===== config.mk =====
export PLATFORM = sky130hd
export DESIGN_NAME = telnet_receive_deframer
export DESIGN_NICKNAME = d
export VERILOG_FILES = /design/src/hw/rtl/trd_pkg.sv /design/src/hw/rtl/trd_front.sv /design/src/hw/rtl/trd_queue.sv /design/src/hw/rtl/trd_back.sv /design/src/hw/rtl/telnet_receive_deframer.sv
export SDC_FILE = /design/constraint.sdc
export NUM_CORES = 1
export LEC_CHECK = 0
export BUFFER_PORTS_ARGS = -buffer_cell sky130_fd_sc_hd__buf_4
export CORE_MARGIN = 1
export CORE_UTILIZATION = 30
export DETAILED_ROUTE_END_ITERATION = 10
export PLACE_DENSITY = 0.49
export SLEW_MARGIN = 20
export SYNTH_ARGS = -nofsm -noshare
export SYNTH_HDL_FRONTEND = slang
export SYNTH_HIERARCHICAL = 1
export SYNTH_SLANG_ARGS = --single-unit

===== constraint.sdc =====
create_clock -name clk -period 7.1 [get_ports clk]
set_clock_uncertainty 0.15 [all_clocks]
set_input_delay 0.355 -clock clk [delete_from_list [all_inputs] [get_ports clk]]
set_output_delay 0.355 -clock clk [all_outputs]
set_load 0.02 [all_outputs]

===== src/hw/rtl/trd_pkg.sv =====
// Shared types, constants and helper functions for the telnet receive deframer.
package trd_pkg;

  // Telnet command and control characters.
  localparam logic [7:0] ChIac  = 8'hFF;
  localparam logic [7:0] ChSb   = 8'd250;
  localparam logic [7:0] ChSe   = 8'd240;
  localparam logic [7:0] ChWill = 8'd251;
  localparam logic [7:0] ChDont = 8'd254;
  localparam logic [7:0] OptNaws = 8'd31;
  localparam logic [7:0] ChCr   = 8'h0D;
  localparam logic [7:0] ChLf   = 8'h0A;
  localparam logic [7:0] ChNul  = 8'h00;

  // Parser mode codes.
  localparam int ModeW = 3;
  localparam logic [ModeW-1:0] ModeData   = 3'd0;
  localparam logic [ModeW-1:0] ModeCr     = 3'd1;
  localparam logic [ModeW-1:0] ModeIac    = 3'd2;
  localparam logic [ModeW-1:0] ModeOpt    = 3'd3;
  localparam logic [ModeW-1:0] ModeSbOpt  = 3'd4;
  localparam logic [ModeW-1:0] ModeSbData = 3'd5;
  localparam logic [ModeW-1:0] ModeSbIac  = 3'd6;

  // Subnegotiation payload counter.
  localparam logic [2:0] SubCntMax = 3'd7;
  localparam logic [2:0] NawsLen   = 3'd4;

  // Result kinds.
  localparam logic KindData = 1'b0;
  localparam logic KindSize = 1'b1;

  // Queue between the parser and the result sequencer.
  localparam int QDepth = 4;
  localparam int QPtrW  = $clog2(QDepth);
  localparam int QCntW  = $clog2(QDepth + 1);

  // One queue entry: the results caused by one input item. When two is set,
  // a second data result with data1 follows the first.
  typedef struct packed {
    logic        two;
    logic        kind;
    logic [7:0]  data0;
    logic [15:0] cols;
    logic [15:0] rows;
    logic [7:0]  data1;
  } trd_entry_t;

  // Window size collection state.
  typedef struct packed {
    logic [2:0]  cnt;
    logic [15:0] cols;
    logic [15:0] rows;
  } trd_naws_t;

  // Adds one subnegotiation payload byte to the window size being collected.
  function automatic trd_naws_t trd_add_payload(trd_naws_t cur, logic [7:0] b);
    trd_naws_t res;
    res = cur;
    case (cur.cnt)
      3'd0: res.cols[15:8] = b;
      3'd1: res.cols[7:0]  = b;
      3'd2: res.rows[15:8] = b;
      3'd3: res.rows[7:0]  = b;
      default: res = cur;
    endcase
    if (cur.cnt < SubCntMax) begin
      res.cnt = cur.cnt + 3'd1;
    end
    return res;
  endfunction

endpackage


===== src/hw/rtl/trd_front.sv =====
// Parser front end: accepts received bytes, tracks telnet state and builds result entries.
module trd_front import trd_pkg::*; (
  input  logic       clk,
  input  logic       rst,
  input  logic       in_valid,
  output logic       in_ready,
  input  logic [7:0] rx_byte,
  input  logic       segment_end,
  input  logic       q_full,
  output logic       q_push,
  output trd_entry_t q_wdata
);

  logic [ModeW-1:0] mode;
  logic [ModeW-1:0] mode_next;
  logic [7:0]       sub_opt;
  logic [7:0]       sub_opt_next;
  trd_naws_t        naws;
  trd_naws_t        naws_next;
  logic [1:0]       emit_cnt;
  trd_entry_t       ent;
  logic             accept;

  assign in_ready = !q_full;
  assign accept   = in_valid && in_ready;

  // Next parser state and the results of the current byte.
  always_comb begin
    mode_next    = mode;
    sub_opt_next = sub_opt;
    naws_next    = naws;
    emit_cnt     = 2'd0;
    ent          = '0;

    case (mode)
      ModeCr: begin
        if (rx_byte == ChNul) begin
          mode_next = ModeData;
          ent.data0 = ChCr;
          emit_cnt  = 2'd1;
        end else if (rx_byte == ChLf) begin
          mode_next = ModeData;
          ent.data0 = ChLf;
          emit_cnt  = 2'd1;
        end else begin
          // A bare CR becomes LF, then the byte is parsed as plain data.
          ent.data0 = ChLf;
          emit_cnt  = 2'd1;
          if (rx_byte == ChCr) begin
            mode_next = ModeCr;
          end else if (rx_byte == ChIac) begin
            mode_next = ModeIac;
          end else begin
            mode_next = ModeData;
            ent.data1 = rx_byte;
            emit_cnt  = 2'd2;
          end
        end
      end
      ModeIac: begin
        if (rx_byte == ChIac) begin
          mode_next = ModeData;
          ent.data0 = ChIac;
          emit_cnt  = 2'd1;
        end else if (rx_byte >= ChWill && rx_byte <= ChDont) begin
          mode_next = ModeOpt;
        end else if (rx_byte == ChSb) begin
          naws_next.cnt = 3'd0;
          mode_next     = ModeSbOpt;
        end else begin
          mode_next = ModeData;
        end
      end
      ModeOpt: begin
        mode_next = ModeData;
      end
      ModeSbOpt: begin
        sub_opt_next = rx_byte;
        mode_next    = (rx_byte == ChIac) ? ModeSbIac : ModeSbData;
      end
      ModeSbData: begin
        if (rx_byte == ChIac) begin
          mode_next = ModeSbIac;
        end else begin
          naws_next = trd_add_payload(naws, rx_byte);
        end
      end
      ModeSbIac: begin
        if (rx_byte == ChSe) begin
          mode_next = ModeData;
          if (sub_opt == OptNaws && naws.cnt == NawsLen) begin
            ent.kind = KindSize;
            ent.cols = naws.cols;
            ent.rows = naws.rows;
            emit_cnt = 2'd1;
          end
        end else begin
          if (rx_byte == ChIac) begin
            naws_next = trd_add_payload(naws, rx_byte);
          end
          mode_next = ModeSbData;
        end
      end
      default: begin
        if (rx_byte == ChCr) begin
          mode_next = ModeCr;
        end else if (rx_byte == ChIac) begin
          mode_next = ModeIac;
        end else begin
          mode_next = ModeData;
          ent.data0 = rx_byte;
          emit_cnt  = 2'd1;
        end
      end
    endcase

    // Segment end flushes a pending CR as LF and drops unfinished commands.
    if (segment_end) begin
      if (mode_next == ModeCr) begin
        if (emit_cnt == 2'd0) begin
          ent.data0 = ChLf;
          emit_cnt  = 2'd1;
        end else begin
          ent.data1 = ChLf;
          emit_cnt  = 2'd2;
        end
      end
      mode_next = ModeData;
    end

    ent.two = (emit_cnt == 2'd2);
  end

  assign q_push  = accept && (emit_cnt != 2'd0);
  assign q_wdata = ent;

  // Parser state registers.
  always_ff @(posedge clk) begin
    if (rst) begin
      mode    <= ModeData;
      sub_opt <= '0;
      naws    <= '0;
    end else if (accept) begin
      mode    <= mode_next;
      sub_opt <= sub_opt_next;
      naws    <= naws_next;
    end
  end

endmodule


===== src/hw/rtl/trd_queue.sv =====
// Small register queue of result entries between the parser and the result sequencer.
module trd_queue import trd_pkg::*; (
  input  logic       clk,
  input  logic       rst,
  input  logic       push,
  input  trd_entry_t wdata,
  output logic       full,
  input  logic       pop,
  output logic       not_empty,
  output trd_entry_t rdata
);

  trd_entry_t       slots [QDepth];
  logic [QPtrW-1:0] wr_ptr;
  logic [QPtrW-1:0] rd_ptr;
  logic [QCntW-1:0] count;
  logic             do_push;
  logic             do_pop;

  assign full      = (count == QCntW'(QDepth));
  assign not_empty = (count != '0);
  assign rdata     = slots[rd_ptr];
  assign do_push   = push && !full;
  assign do_pop    = pop && not_empty;

  // Entry storage.
  always_ff @(posedge clk) begin
    if (do_push) begin
      slots[wr_ptr] <= wdata;
    end
  end

  // Pointers and fill level.
  always_ff @(posedge clk) begin
    if (rst) begin
      wr_ptr <= '0;
      rd_ptr <= '0;
      count  <= '0;
    end else begin
      if (do_push) begin
        wr_ptr <= wr_ptr + QPtrW'(1);
      end
      if (do_pop) begin
        rd_ptr <= rd_ptr + QPtrW'(1);
      end
      if (do_push && !do_pop) begin
        count <= count + QCntW'(1);
      end else if (do_pop && !do_push) begin
        count <= count - QCntW'(1);
      end
    end
  end

endmodule


===== src/hw/rtl/trd_back.sv =====
// Result sequencer: unpacks queue entries into single result items in an output register.
module trd_back import trd_pkg::*; (
  input  logic        clk,
  input  logic        rst,
  input  logic        q_not_empty,
  input  trd_entry_t  q_rdata,
  output logic        q_pop,
  output logic        out_valid,
  input  logic        out_ready,
  output logic        result_kind,
  output logic [7:0]  user_byte,
  output logic [15:0] window_columns,
  output logic [15:0] window_rows,
  output logic        last_result
);

  logic phase;
  logic load;

  // The output register takes a new item when it is empty or being drained.
  assign load  = q_not_empty && (!out_valid || out_ready);
  assign q_pop = load && (!q_rdata.two || phase);

  // Control: output valid and which half of a two-result entry is next.
  always_ff @(posedge clk) begin
    if (rst) begin
      out_valid <= 1'b0;
      phase     <= 1'b0;
    end else begin
      if (load) begin
        out_valid <= 1'b1;
        phase     <= q_rdata.two && !phase;
      end else if (out_ready) begin
        out_valid <= 1'b0;
      end
    end
  end

  // Output payload.
  always_ff @(posedge clk) begin
    if (load) begin
      if (phase) begin
        result_kind    <= KindData;
        user_byte      <= q_rdata.data1;
        window_columns <= '0;
        window_rows    <= '0;
        last_result    <= 1'b1;
      end else begin
        result_kind    <= q_rdata.kind;
        user_byte      <= q_rdata.data0;
        window_columns <= q_rdata.cols;
        window_rows    <= q_rdata.rows;
        last_result    <= !q_rdata.two;
      end
    end
  end

endmodule


===== src/hw/rtl/telnet_receive_deframer.sv =====
// The first result of a byte enters the queue when the byte is accepted, then the output
// register. One byte per cycle unless the queue is full; a byte with two results holds the
// output for both; the four-entry parser-to-output queue absorbs that and output stalls.
// Reset (synchronous, active high) returns the parser to plain data mode, clears the
// window size collection state and empties the queue and the output register.
// Top level of the telnet receive deframer.
module telnet_receive_deframer import trd_pkg::*; (
  input  logic        clk,
  input  logic        rst,
  input  logic        in_valid,
  output logic        in_ready,
  input  logic [7:0]  rx_byte,
  input  logic        segment_end,
  output logic        out_valid,
  input  logic        out_ready,
  output logic        result_kind,
  output logic [7:0]  user_byte,
  output logic [15:0] window_columns,
  output logic [15:0] window_rows,
  output logic        last_result
);

  logic       q_full;
  logic       q_push;
  logic       q_pop;
  logic       q_not_empty;
  trd_entry_t q_wdata;
  trd_entry_t q_rdata;

  // Parser front end.
  trd_front u_front (
    .clk         (clk),
    .rst         (rst),
    .in_valid    (in_valid),
    .in_ready    (in_ready),
    .rx_byte     (rx_byte),
    .segment_end (segment_end),
    .q_full      (q_full),
    .q_push      (q_push),
    .q_wdata     (q_wdata)
  );

  // Entry queue.
  trd_queue u_queue (
    .clk       (clk),
    .rst       (rst),
    .push      (q_push),
    .wdata     (q_wdata),
    .full      (q_full),
    .pop       (q_pop),
    .not_empty (q_not_empty),
    .rdata     (q_rdata)
  );

  // Result sequencer.
  trd_back u_back (
    .clk            (clk),
    .rst            (rst),
    .q_not_empty    (q_not_empty),
    .q_rdata        (q_rdata),
    .q_pop          (q_pop),
    .out_valid      (out_valid),
    .out_ready      (out_ready),
    .result_kind    (result_kind),
    .user_byte      (user_byte),
    .window_columns (window_columns),
    .window_rows    (window_rows),
    .last_result    (last_result)
  );

  // A window size update is always the only result of its byte.
  a_size_alone: assert property (@(posedge clk) disable iff (rst)
    out_valid && result_kind == KindSize |-> last_result && user_byte == 8'h00)
    else $error("window size update not a sole result");

  // Data results carry zero window fields.
  a_data_fields: assert property (@(posedge clk) disable iff (rst)
    out_valid && result_kind == KindData |-> window_columns == 16'h0000 &&
    window_rows == 16'h0000)
    else $error("data result with nonzero window fields");

  // The second result of a byte follows directly once the first is taken.
  a_second_follows: assert property (@(posedge clk) disable iff (rst)
    out_valid && out_ready && !last_result |=> out_valid && last_result &&
    result_kind == KindData)
    else $error("second result of a byte did not follow");

  // A byte with results always reaches a non-full queue.
  a_push_room: assert property (@(posedge clk) disable iff (rst)
    q_push |-> !q_full)
    else $error("queue push while full");

endmodule


==> key figures, run 1 <==
Yosys
  • Syn_nets: about 770
  • Seq/Total Area, Yosys: between 60% and 70%
  • Synth warn: 6
  • Ranking of synthesized cells by area: edfxtp_1 60%, dfxtp_1 9.4%, mux4_2 9.3%
  • EDFF count, synth: about 240
  • Cell area after synthesis: between 0.01 and 0.015 sq mm
  • Mapped Avg Cell Area: ~16 sq um
  • Ys async rst share: 0%
  • Register bit total from synthesis: around 300
  • Synth area leader: edfxtp_1
  • Top-area cell type share of the netlist area: between 50% and 60%
  • Number of library cell types mapped by synthesis: 67
  • Syn Inst Count: 750
  • Ys flop type: edfxtp_1

Floorplanning
  • DIE AREA: about 0.041 sq mm
  • Core area: approximately 0.040 sq mm
  • Row cnt: 73
  • Starting Density: a little under a third
  • Die height: around 200 um
  • Die X: just over 200 um
  • IO Pins: 57

Worst setup path
  • Critical path arrival: roughly 4.2 ns
  • Slowest cell on crit path: nor4_2
  • CP Max Fanout: 11
  • Worst setup EP type: flop
  • CP Launch Type: flop
  • Cell Chain, Critical Path: or2b_2 > nor4_2 > nor4_1 > a21oi_1 > inv_1 > nor2_2 > ha_1 > inv_1 > fa_1 > xor2_1 > or3_1 > a21oi_1
  • Required @ worst endpoint: 7.38 ns
  • Worst path max stage delay: 0.71 ns
  • Crit Path Class: flop to flop

Power and ir drop
  • Clock power share: about a third
  • P_leak: 0.00469 uW
  • Cell internal pwr: 3840 uW
  • Power density over the cells: approximately 370 mW/mm^2
  • Max VDD drop: about 340 uV
  • Net switching power: 1420 uW
  • Sw Ratio: 27.0%
  • Logic pwr share: a little over a fifth
  • Register share of total power: between 40 and 50%

Clock network
  • H-tree lvl count: 2
  • Clock latency on the worst-skew pair: roughly 0.50 ns
  • CTS Buffer Depth: 3
  • Num CTS Buffers: 34
  • CTS tree: done
  • Clock transition at the registers of the reported paths: ~0.06 ns
  • Clock root cell: clkbuf_16
  • Post-CTS Setup Inserts: 0
  • Clock net sink count: approximately 300

Cells and area
  • Layout area overhead: 15.4%
  • Sequential cell area: roughly 0.0084 sq mm
  • Ant. Diodes: 0
  • Nets: ~830
  • Most frequent cells in the layout: 242 x edfxtp_1, 61 x buf_4, 54 x dfxtp_1, 50 x mux4_2, 46 x nand2_1
  • Final std cell area, no fill: 0.0140 sq mm
  • FILL cells: ~3800
  • Share of cells above drive strength 1: 24.1%
  • Multi-input logic area: ~0.0033 sq mm
  • Post-Layout Cell Count: approximately 1400
  • Most common cell after layout, fill and taps aside: edfxtp_1

Route
  • Starting DRC count in detailed routing: ~530
  • DRC viols: 0
  • Drt pass-1 iters: 5
  • Vias: about 6300
  • Wirelength per Cell: between 15 and 20 um
  • Post-route ant nets: 0
  • DR vias/cell: approximately 4.6
  • Post-Route WL: roughly 24000 um

Status
  • Outcome: finished, final reports clean

GRT
  • Gr ovfl total: 0
  • Pin count of the biggest net entering global routing: 60
  • Via count of the first global-routing pass: 6462
  • First-pass GRT wire length: 38100 um
  • Total track usage: 12.1%
  • Initial antenna violation count: 0

STA
  • Normalized max-slew margin: 35.9%
  • Final period util: 55.0%
  • Fin. max-slew vios: 0
  • Max frequency: between 0.2 and 0.3 GHz
  • Endpoints failing setup: 0
  • Final hold vios: 0
  • RSZ-0062 raised after global routing: false
  • Tmin final: around 4 ns
  • Setup TNS Final: 0 ns
  • Worst slew pin tran: around 0.96 ns

Flow run
  • Max cap viols: 0

Placed design
  • Dpl cell area: roughly 0.013 sq mm
  • Port Buf Inserts: 56
  • DP Cell Count: between 1000 and 1500
  • HPWL Detailed: between 10000 and 15000 um
  • Placer Congestion: roughly 0.8

Min path
  • Min-Delay Path Class: input port to flop
==> power groups by stage <==
stage | Combinational [uW] | Clock [uW] | Sequential (uW)
6_report | 1120 | 1740 | 2400
5_1_grt | 1220 | 1870 | 2430
4_1_cts | 1160 | 1800 | 2410
3_5_place_dp | 1160 | 0 | 2440
3_3_place_gp | 1150 | 0 | 2440
2_1_floorplan | 647 | 0 | 2570
==> registers in the layout, summed over array words and instances, names as in the netlist, named ones only <==
name / count
u_back/last_result: 1
u_back/out_valid: 1
u_back/phase: 1
u_back/result_kind: 1
u_back/user_byte: 8
u_back/window_columns: 16
u_back/window_rows: 16
u_front/mode: 3
u_front/naws: 35
u_front/sub_opt: 8
u_queue/count: 3
u_queue/rd_ptr: 2
u_queue/slots: 200
u_queue/wr_ptr: 2
==> worst max-delay path: cells and delay by family, from the launching register on <==
kind,cells,cell delay [ns]
buffers and inverters,2,0.15
adders and majority gates,2,0.61
xor gates and xnor gates,1,0.18
DFF,1,0.50
AOI/OAI and AO/OA,2,0.34
and+or+nand+nor,5,1.90
==> layout make-up <==
class,instances,area share (%)
flip-flops and latches,299,59.9
multi-input cells,392,23.7
clock buffers,46,6.92
well taps,525,4.68
repair buffers,62,3.33
clock inverters,14,1.05
inverters,14,0.374
==> per-stage QoR <==
| stage | total power, uW | setup WS, ns | hold slack [ns] | util, % |
|---|---|---|---|---|
| after detailed placement | 3600 | 3.24 | 0.292 | 32.4 |
| final | 5260 | 3.20 | 0.0473 | 35.3 |
| after CTS | 5370 | 3.28 | 0.0317 | 35.3 |
| after global routing | 5530 | 2.95 | 0.0424 | 35.3 |
| after global placement | 3590 | 3.35 | 0.291 | 32.4 |
| after floorplan | 3220 | 3.38 | 0.274 | - |
==> logic make-up after synthesis <==
kind of cell / Yosys count / synth area share, %
DFF: 299 / 69.1
buffers and inverters: 59 / 3.71
AOI/OAI and AO/OA: 75 / 3.87
and+or+nand+nor: 227 / 10.3
muxes: 71 / 11.3
xor gates and xnor gates: 8 / 0.576
adders and majority gates: 11 / 1.19
==> path summary, 6_finish.rpt <==
kind                       to  depth (start not counted)  slack (ns)        startpoint
max          u_queue/count[2]                         12        3.20   u_front/mode[1]
min          u_front/naws[14]                          3        0.05        rx_byte[6]
max reg2reg  u_queue/count[2]                         12        3.20   u_front/mode[1]
min reg2reg  u_front/naws[14]                          2        0.30  u_front/naws[14]
==> routing by layer <==
layer	vias up	global-route usage (%)	part of all wire, %
met5	-	0	0
met2	148	19.1	47
met4	0	4.67	2.9
met3	51	2.25	4.2
met1	3119	16.4	46
li1	2951	-	-
==> Yosys cell counts (10+ instances only) <==
library cell,n
clkbuf_1,12
ha_1,10
nor2b_1,29
nor2_1,27
dfxtp_1,57
nand3_1,37
and2_1,42
inv_1,14
a21oi_1,44
edfxtp_1,242
nand2_1,46
mux4_2,50
buf_6,13
mux2i_1,11
==> repair_timing <==
action | 4_1_cts | 5_1_grt
hold buffers | 1 | 0
gates resized for setup | 0 | 0
hold endpoints to repair | 1 | 0
(Power assumes the default switching activity.)
==> run 2, diff against run 1 <==
==> constraint.sdc (replaced) <==
create_clock -name clk -period 3.8 [get_ports clk]
set_clock_uncertainty 0.15 [all_clocks]
set_input_delay 0.19 -clock clk [delete_from_list [all_inputs] [get_ports clk]]
set_output_delay 0.19 -clock clk [all_outputs]
set_load 0.02 [all_outputs]
==> run 2 against run 1 <==
Clock power grew 97%. Critical endpoint unchanged. Total power grew 91%. Largest cell class unchanged. Via count grew 0.93%. Final cell count grew 2.3%. Utilization grew 0.96 points. Cell area grew 2.7%. Combinational power grew 98%. Hold slack lost 0.027 ns. Critical path type unchanged. Flip-flop and latch count is the same. Highest routed layer unchanged.
==> key figures, run 2 (synthesis gave the netlist of run 1 again) <==
Status
  • Outcome: finished, final reports clean

Worst setup path
  • Beginning of the critical path: u_front/mode[0]
  • R2R Setup Slk: 0.26 ns (-2.94 ns)
  • Crit Path Class: flop to flop
  • Worst path max stage delay: 0.59 ns (-0.12 ns)
  • Slowest cell on crit path: dfxtp_1
  • CP most frequent cell: a21oi_1
  • Reg-to-reg critical path startpoint: u_front/mode[0]
  • Required @ worst endpoint: 4.07 ns (-3.31 ns)
  • CP Launch Type: flop
  • Worst setup EP type: flop
  • Critical path arrival: 3.81 ns (-0.37 ns)
  • Cell Chain, Critical Path: or3b_2 > a21oi_1 > o21ai_0 > o2111ai_1 > nand4_1 > a21oi_1 > inv_1 > nor2_2 > ha_1 > inv_1 > fa_1 > xor2_1 > or3_1 > a21oi_1
  • CP Max Fanout: 14 (+3)

Cells and area
  • Regs by FF count: u_queue/slots (200), u_front/naws (35)
  • Max reg flops: 200 (unchanged)
  • Nets: 856 (+3.5%)
  • Layout area overhead: 18.5%
  • Ant. Diodes: 0 (unchanged)
  • Most common cell after layout, fill and taps aside: edfxtp_1
  • Largest reg by FF count: u_queue/slots
  • Final std cell area, no fill: 0.0144 sq mm (+2.7%)
  • Post-Layout Cell Count: 1383 (+2.3%)
  • Share of cells above drive strength 1: 25.4% (+1.3 points)
  • Most frequent cells in the layout: 242 x edfxtp_1, 73 x buf_4, 54 x dfxtp_1, 50 x mux4_2, 46 x nand2_1

Clock network
  • Clock root cell: clkbuf_16
  • Clock transition at the registers of the reported paths: 0.06 ns (about the same)
  • Clock latency on the worst-skew pair: 0.51 ns (about the same)
  • H-tree lvl count: 2 (unchanged)
  • CTS Buffer Depth: 3 (unchanged)
  • Clock net sink count: 299 (unchanged)
  • Post-CTS resize count: 0 (unchanged)
  • CTS tree: done
  • Num CTS Buffers: 35 (+2.9%)

Power and ir drop
  • Sw Ratio: 26.7% (-0.25 points)
  • Power after layout: 10100 uW (+91%)
  • Register share of total power: 43.9% (-1.7 points)
  • Power density over the cells: 697 mW/mm^2 (+86%)
  • Net switching power: 2690 uW (+90%)
  • Cell internal pwr: 7370 uW (+92%)
  • Clock power share: 34.0% (+0.9 points)
  • Max VDD drop: 392 uV (+15%)
  • P_leak: 0.00486 uW (+3.7%)
  • Logic pwr share: 22.0% (+0.7 points)

GRT
  • Met3 Usage GRT: 2.08% (-0.18 points)
  • Initial antenna violation count: 0 (unchanged)
  • Via count of the first global-routing pass: 6494 (+0.50%)
  • Gr ovfl total: 0 (unchanged)
  • Met2 GRT Util: 19.6% (+0.46 points)
  • Met1 global-route usage: 16.2% (-0.14 points)
  • Total track usage: 12.0% (-0.069 points)
  • Pin count of the biggest net entering global routing: 60 (unchanged)
  • GRT busiest layer: met2
  • First-pass GRT wire length: 37900 um (-0.65%)

STA
  • Endpoints failing setup: 0 (unchanged)
  • Setup TNS Final: 0 ns (unchanged)
  • Hold_ws: 0.0203 ns (-0.0270 ns)
  • Final period util: 93.1% (+38 points)
  • Normalized max-slew margin: 37.0% (+1.1 points)
  • RSZ-0062 raised after global routing: false
  • Fin. max-slew vios: 0 (unchanged)
  • Max frequency: 0.283 GHz (+10%)
  • Final hold vios: 0 (unchanged)
  • Worst slew pin tran: 0.939 ns (-0.0169 ns)
  • Tmin final: 3.54 ns (-0.363 ns)

Floorplanning
  • Die height: 203 um (unchanged)
  • Core area: 0.0398 sq mm (unchanged)
  • DIE AREA: 0.0414 sq mm (unchanged)
  • Starting Density: 30.6% (unchanged)
  • Row cnt: 73 (unchanged)
  • Die X: 203 um (unchanged)
  • IO Pins: 57 (unchanged)

Placed design
  • Placer Congestion: 0.737 (-11%)
  • HPWL Detailed: 14700 um (+1.8%)
  • Dpl cell area: 0.0131 sq mm (+1.7%)
  • DP Cell Count: 1309 (+1.4%)
  • Port Buf Inserts: 56 (unchanged)

Min path
  • HP Start: rst
  • Min-Delay Path Class: input port to flop

Route
  • Wirelength per Cell: 17.6 um (-2.6%)
  • Vias: 6327 (+0.93%)
  • Post-Route WL: 24400 um (-0.34%)
  • DR vias/cell: 4.57 (-1.3%)
  • Starting DRC count in detailed routing: 337 (-36%)
  • Post-route ant nets: 0 (unchanged)
  • Drt pass-1 iters: 5 (unchanged)
  • DRC viols: 0 (unchanged)

Flow run
  • Max cap viols: 0 (unchanged)
[run 2: power groups by stage]
stage,logic (uW),registers (uW),clock network [uW]
2_1_floorplan,1210,4800,0
3_3_place_gp,2280,4490,0
3_5_place_dp,2290,4500,0
4_1_cts,2300,4430,3530
5_1_grt,2430,4480,3630
6_report,2220,4420,3420
[run 2: path summary, 6_finish.rpt]
path                   endpoint  cells past startpoint
max reg2reg    u_queue/count[2]                     14
max            u_queue/count[2]                     14
min          u_front/sub_opt[3]                      2
min reg2reg    u_front/naws[14]                      2
[run 2: area by class of cell]
type,instances,area (sq um)
fill,3844,25400
sequential,299,8410
multi-input combinational,392,3320
clock buffer,49,977
timing repair buffer,90,788
tap,525,657
clock inverter,14,211
inverter,14,52.6
[run 2: per-stage QoR]
| step | setup slack (ns) | utilization (%) |
|---|---|---|
| final | 0.261 | 36.2 |
| after detailed placement | 0.213 | 33.0 |
| after global placement | 0.252 | 33.0 |
| after floorplan | 0.129 | - |
| after global routing | 0.0177 | 36.2 |
| after CTS | 0.180 | 36.2 |
[run 2: metal layers]
metal,share of wire [%],vias to the layer above,wire length [um]
met1,46,3131,11300
met3,3.8,46,916
li1,-,3010,-
met4,2.2,0,544
met5,0,-,0
met2,48,140,11700
[run 2: what timing repair did]
| action | in CTS | in global routing |
|---|---|---|
| endpoints found under the hold margin | 47 | 0 |
| buffers inserted | 0 | 1 |
| hold buffers | 10 | 0 |
| endpoints found under the setup margin | 0 | 1 |
[run 2: worst max-delay path, delay by kind of cell, from the launching register on]
| family | cells | cell delay (ns) |
|---|---|---|
| AOI/OAI and AO/OA | 5 | 0.68 |
| xor gates and xnor gates | 1 | 0.18 |
| adders and majority gates | 2 | 0.56 |
| buffers and inverters | 2 | 0.15 |
| DFF | 1 | 0.59 |
| and+or+nand+nor | 4 | 1.16 |
==> run 3, diff against run 2 <==
--- a/config.mk
+++ b/config.mk
@@ -7,9 +7,9 @@
 export LEC_CHECK = 0
 export BUFFER_PORTS_ARGS = -buffer_cell sky130_fd_sc_hd__buf_4
 export CORE_MARGIN = 1
-export CORE_UTILIZATION = 30
+export CORE_UTILIZATION = 56
 export DETAILED_ROUTE_END_ITERATION = 10
-export PLACE_DENSITY = 0.49
+export PLACE_DENSITY = 0.78
 export SLEW_MARGIN = 20
 export SYNTH_ARGS = -nofsm -noshare
 export SYNTH_HDL_FRONTEND = slang
==> run 3 against run 2 <==
Wire length is 9.3% lower. Setup slack worse by 0.10 ns. Register-to-register slack worse by 0.02 ns. Fmax is 2.7% lower. Total power is 8.2% lower. Critical endpoint unchanged. Largest power group unchanged.
==> key figures, run 3 (synthesis gave the netlist of run 1 again) <==
Cells and area
  • Nets: 842 (-1.6%)
  • Regs by FF count: u_queue/slots (200), u_front/naws (35)
  • Ant. Diodes: 0 (unchanged)
  • Share of cells above drive strength 1: 24.0% (-1.4 points)
  • Most frequent cells in the layout: 242 x edfxtp_1, 67 x buf_4, 53 x dfxtp_1, 50 x mux4_2, 46 x nand2_1
  • Post-Layout Cell Count: 1115 (-19%)
  • Layout area overhead: 13.1%
  • Largest reg by FF count: u_queue/slots
  • Most common cell after layout, fill and taps aside: edfxtp_1
  • Max reg flops: 200 (unchanged)

Clock network
  • H-tree lvl count: 1 (-1)
  • Clock net sink count: 299 (unchanged)
  • Clock transition at the registers of the reported paths: 0.06 ns (about the same)
  • Clock latency on the worst-skew pair: 0.53 ns (+0.02 ns)
  • CTS Buffer Depth: 3 (unchanged)
  • Clock root cell: clkbuf_16
  • Num CTS Buffers: 28 (-20%)
  • CTS tree: done

GRT
  • Total track usage: 20.4% (+8.4 points)
  • Gr ovfl total: 0 (unchanged)
  • Via count of the first global-routing pass: 6836 (+5.3%)
  • Pin count of the biggest net entering global routing: 60 (unchanged)
  • Initial antenna violation count: 0 (unchanged)
  • First-pass GRT wire length: 35000 um (-7.6%)

Placed design
  • Port Buf Inserts: 56 (unchanged)
  • DP Cell Count: 1048 (-20%)
  • Pre-CTS WS: 0.0984 ns (-0.115 ns)
  • HPWL Detailed: 12900 um (-13%)
  • Placer Congestion: 0.892 (+21%)

Worst setup path
  • CP Max Fanout: 10 (-4)
  • Worst setup EP type: flop
  • Critical path arrival: 3.94 ns (+0.13 ns)
  • Slowest cell on crit path: dlygate4sd3_1
  • Reg-to-reg critical path startpoint: u_front/mode[1]
  • Crit Path Class: input port to flop
  • Required @ worst endpoint: 4.10 ns (+0.03 ns)
  • Worst path max stage delay: 0.54 ns (-0.05 ns)
  • R2R Setup Slk: 0.24 ns (-0.02 ns)
  • Reg-to-Reg End: u_queue/count[2]
  • R2R cell count: 14 (unchanged)
  • Cell Chain, Critical Path: dlygate4sd3_1 > buf_4 > nor4_4 > a41oi_2 > a221oi_2 > a211o_2 > nand4_1 > a21oi_1 > inv_1 > nor2_4 > ha_1 > inv_1 > fa_1 > xor2_1 > or3_1 > a21oi_1
  • CP Launch Type: input port

STA
  • Final hold vios: 0 (unchanged)
  • Fin. max-slew vios: 0 (unchanged)
  • Setup TNS Final: 0 ns (unchanged)
  • Tmin final: 3.64 ns (+0.100 ns)
  • Final period util: 95.8% (+2.6 points)
  • Max frequency: 0.275 GHz (-2.7%)
  • Endpoints failing setup: 0 (unchanged)
  • Normalized max-slew margin: 41.2% (+4.2 points)
  • Worst slew pin tran: 0.877 ns (-0.0622 ns)
  • Setup ws final: 0.161 ns (-0.100 ns)

Flow run
  • Max cap viols: 0 (unchanged)

Route
  • Wirelength per Cell: 19.8 um (+12%)
  • Vias: 6588 (+4.1%)
  • Drt pass-1 iters: 6 (+1)
  • Post-route ant nets: 0 (unchanged)
  • Starting DRC count in detailed routing: 576 (+71%)
  • DR vias/cell: 5.91 (+29%)
  • Post-Route WL: 22100 um (-9.3%)
  • DRC viols: 0 (unchanged)

Power and ir drop
  • Logic pwr share: 23.6% (+1.6 points)
  • Register share of total power: 47.8% (+3.9 points)
  • Power density over the cells: 671 mW/mm^2 (-3.7%)
  • Max VDD drop: 444 uV (+13%)
  • Cell internal pwr: 6750 uW (-8.3%)
  • Sw Ratio: 26.9% (+0.13 points)
  • Net switching power: 2480 uW (-7.7%)
  • P_leak: 0.00468 uW (-3.6%)
  • Clock power share: 28.6% (-5.4 points)

Min path
  • HP Start: in_valid
  • Min-Delay Path Class: input port to flop
  • Hold EP: u_front/mode[1]
  • Hold Path Depth: 4 (+2)

Floorplanning
  • DIE AREA: 0.0223 sq mm (-46%)
  • IO Pins: 57 (unchanged)
  • Row cnt: 53 (-27%)
  • Core area: 0.0212 sq mm (-47%)
  • Starting Density: 57.5% (+27 points)
  • Die X: 149 um (-27%)
  • Die height: 149 um (-27%)

Status
  • Outcome: finished, final reports clean
==> run 3: cell count changes in the layout (fill, tap and decap cells not counted), moves of 2 or more <==
cell       before  now
clkinv_1        3    0
clkbuf_4        2    0
nor2_2          2    0
clkbuf_16      36   29
buf_12          7    4
clkbuf_2        0    2
clkbuf_1        9   12
buf_4          73   67
bufinv_16       5    1
==> run 3: how the worst max path moves through the flow <==
stage	startpoint	end	slack [ns]	depth (start not counted)
finish	rx_byte[7]	u_queue/count[2]	0.16	16
global route	rx_byte[7]	u_queue/count[2]	-0.04	16
CTS	rx_byte[5]	u_queue/count[2]	0.04	16
detailed placement	u_front/mode[0]	u_queue/count[2]	0.1	14
global placement	u_front/mode[0]	u_queue/count[2]	0.25	14
floorplan	u_front/mode[1]	u_queue/slots[0][0]	0.13	10
==> run 3: metal layers <==
layer,global-route usage (%),share of wire (%),vias up
met2,35.5,53,203
met1,26.0,39,3348
met5,0,0,-
met3,2.75,4.6,64
met4,7.65,3.6,0
li1,-,-,2973
==> run 3: through the flow <==
stage                     util [%]  hold slack, ns  area, sq um  power [uW]
after floorplan                  -           0.109        12200        6010
after global placement        60.0           0.297        12700        6590
after detailed placement      60.0           0.294        12700        6670
after CTS                     64.7           0.124        13700        9300
after global routing          65.0           0.185        13800        9620
final                         65.0           0.147        13800        9240
==> run 3: repair_timing <==
item / in CTS / in global routing
endpoints found under the hold margin: 65 / 0
gates resized for setup: 0 / 6
hold buffers: 11 / 0
buffers inserted: 0 / 3
setup endpoints to repair: 0 / 2
==> run 3: power by group through the flow <==
| stage | registers [uW] | logic [uW] | clock network (uW) |
|---|---|---|---|
| floorplan | 4800 | 1210 | 0 |
| global placement | 4450 | 2140 | 0 |
| detailed placement | 4490 | 2180 | 0 |
| CTS | 4420 | 2200 | 2680 |
| global route | 4460 | 2360 | 2800 |
| finish | 4420 | 2180 | 2640 |
==> run 3: cell type report <==
type                       instances  area [sq um]
inverter                          14          52.6
clock inverter                     6          58.8
multi-input combinational        392          3340
sequential                       299          8420
fill                            1406          7400
tap                              275           344
clock buffer                      46           822
timing repair buffer              83           721
==> run 3: critical path, delay by kind of cell <==
kind,cells,cell delay (ns)
adder cells (fa/ha/maj),2,0.57
buffers and inverters,4,0.90
AO/OA/AOI/OAI,5,1.00
XOR/XNOR,1,0.18
AND/OR/NAND/NOR,4,1.10
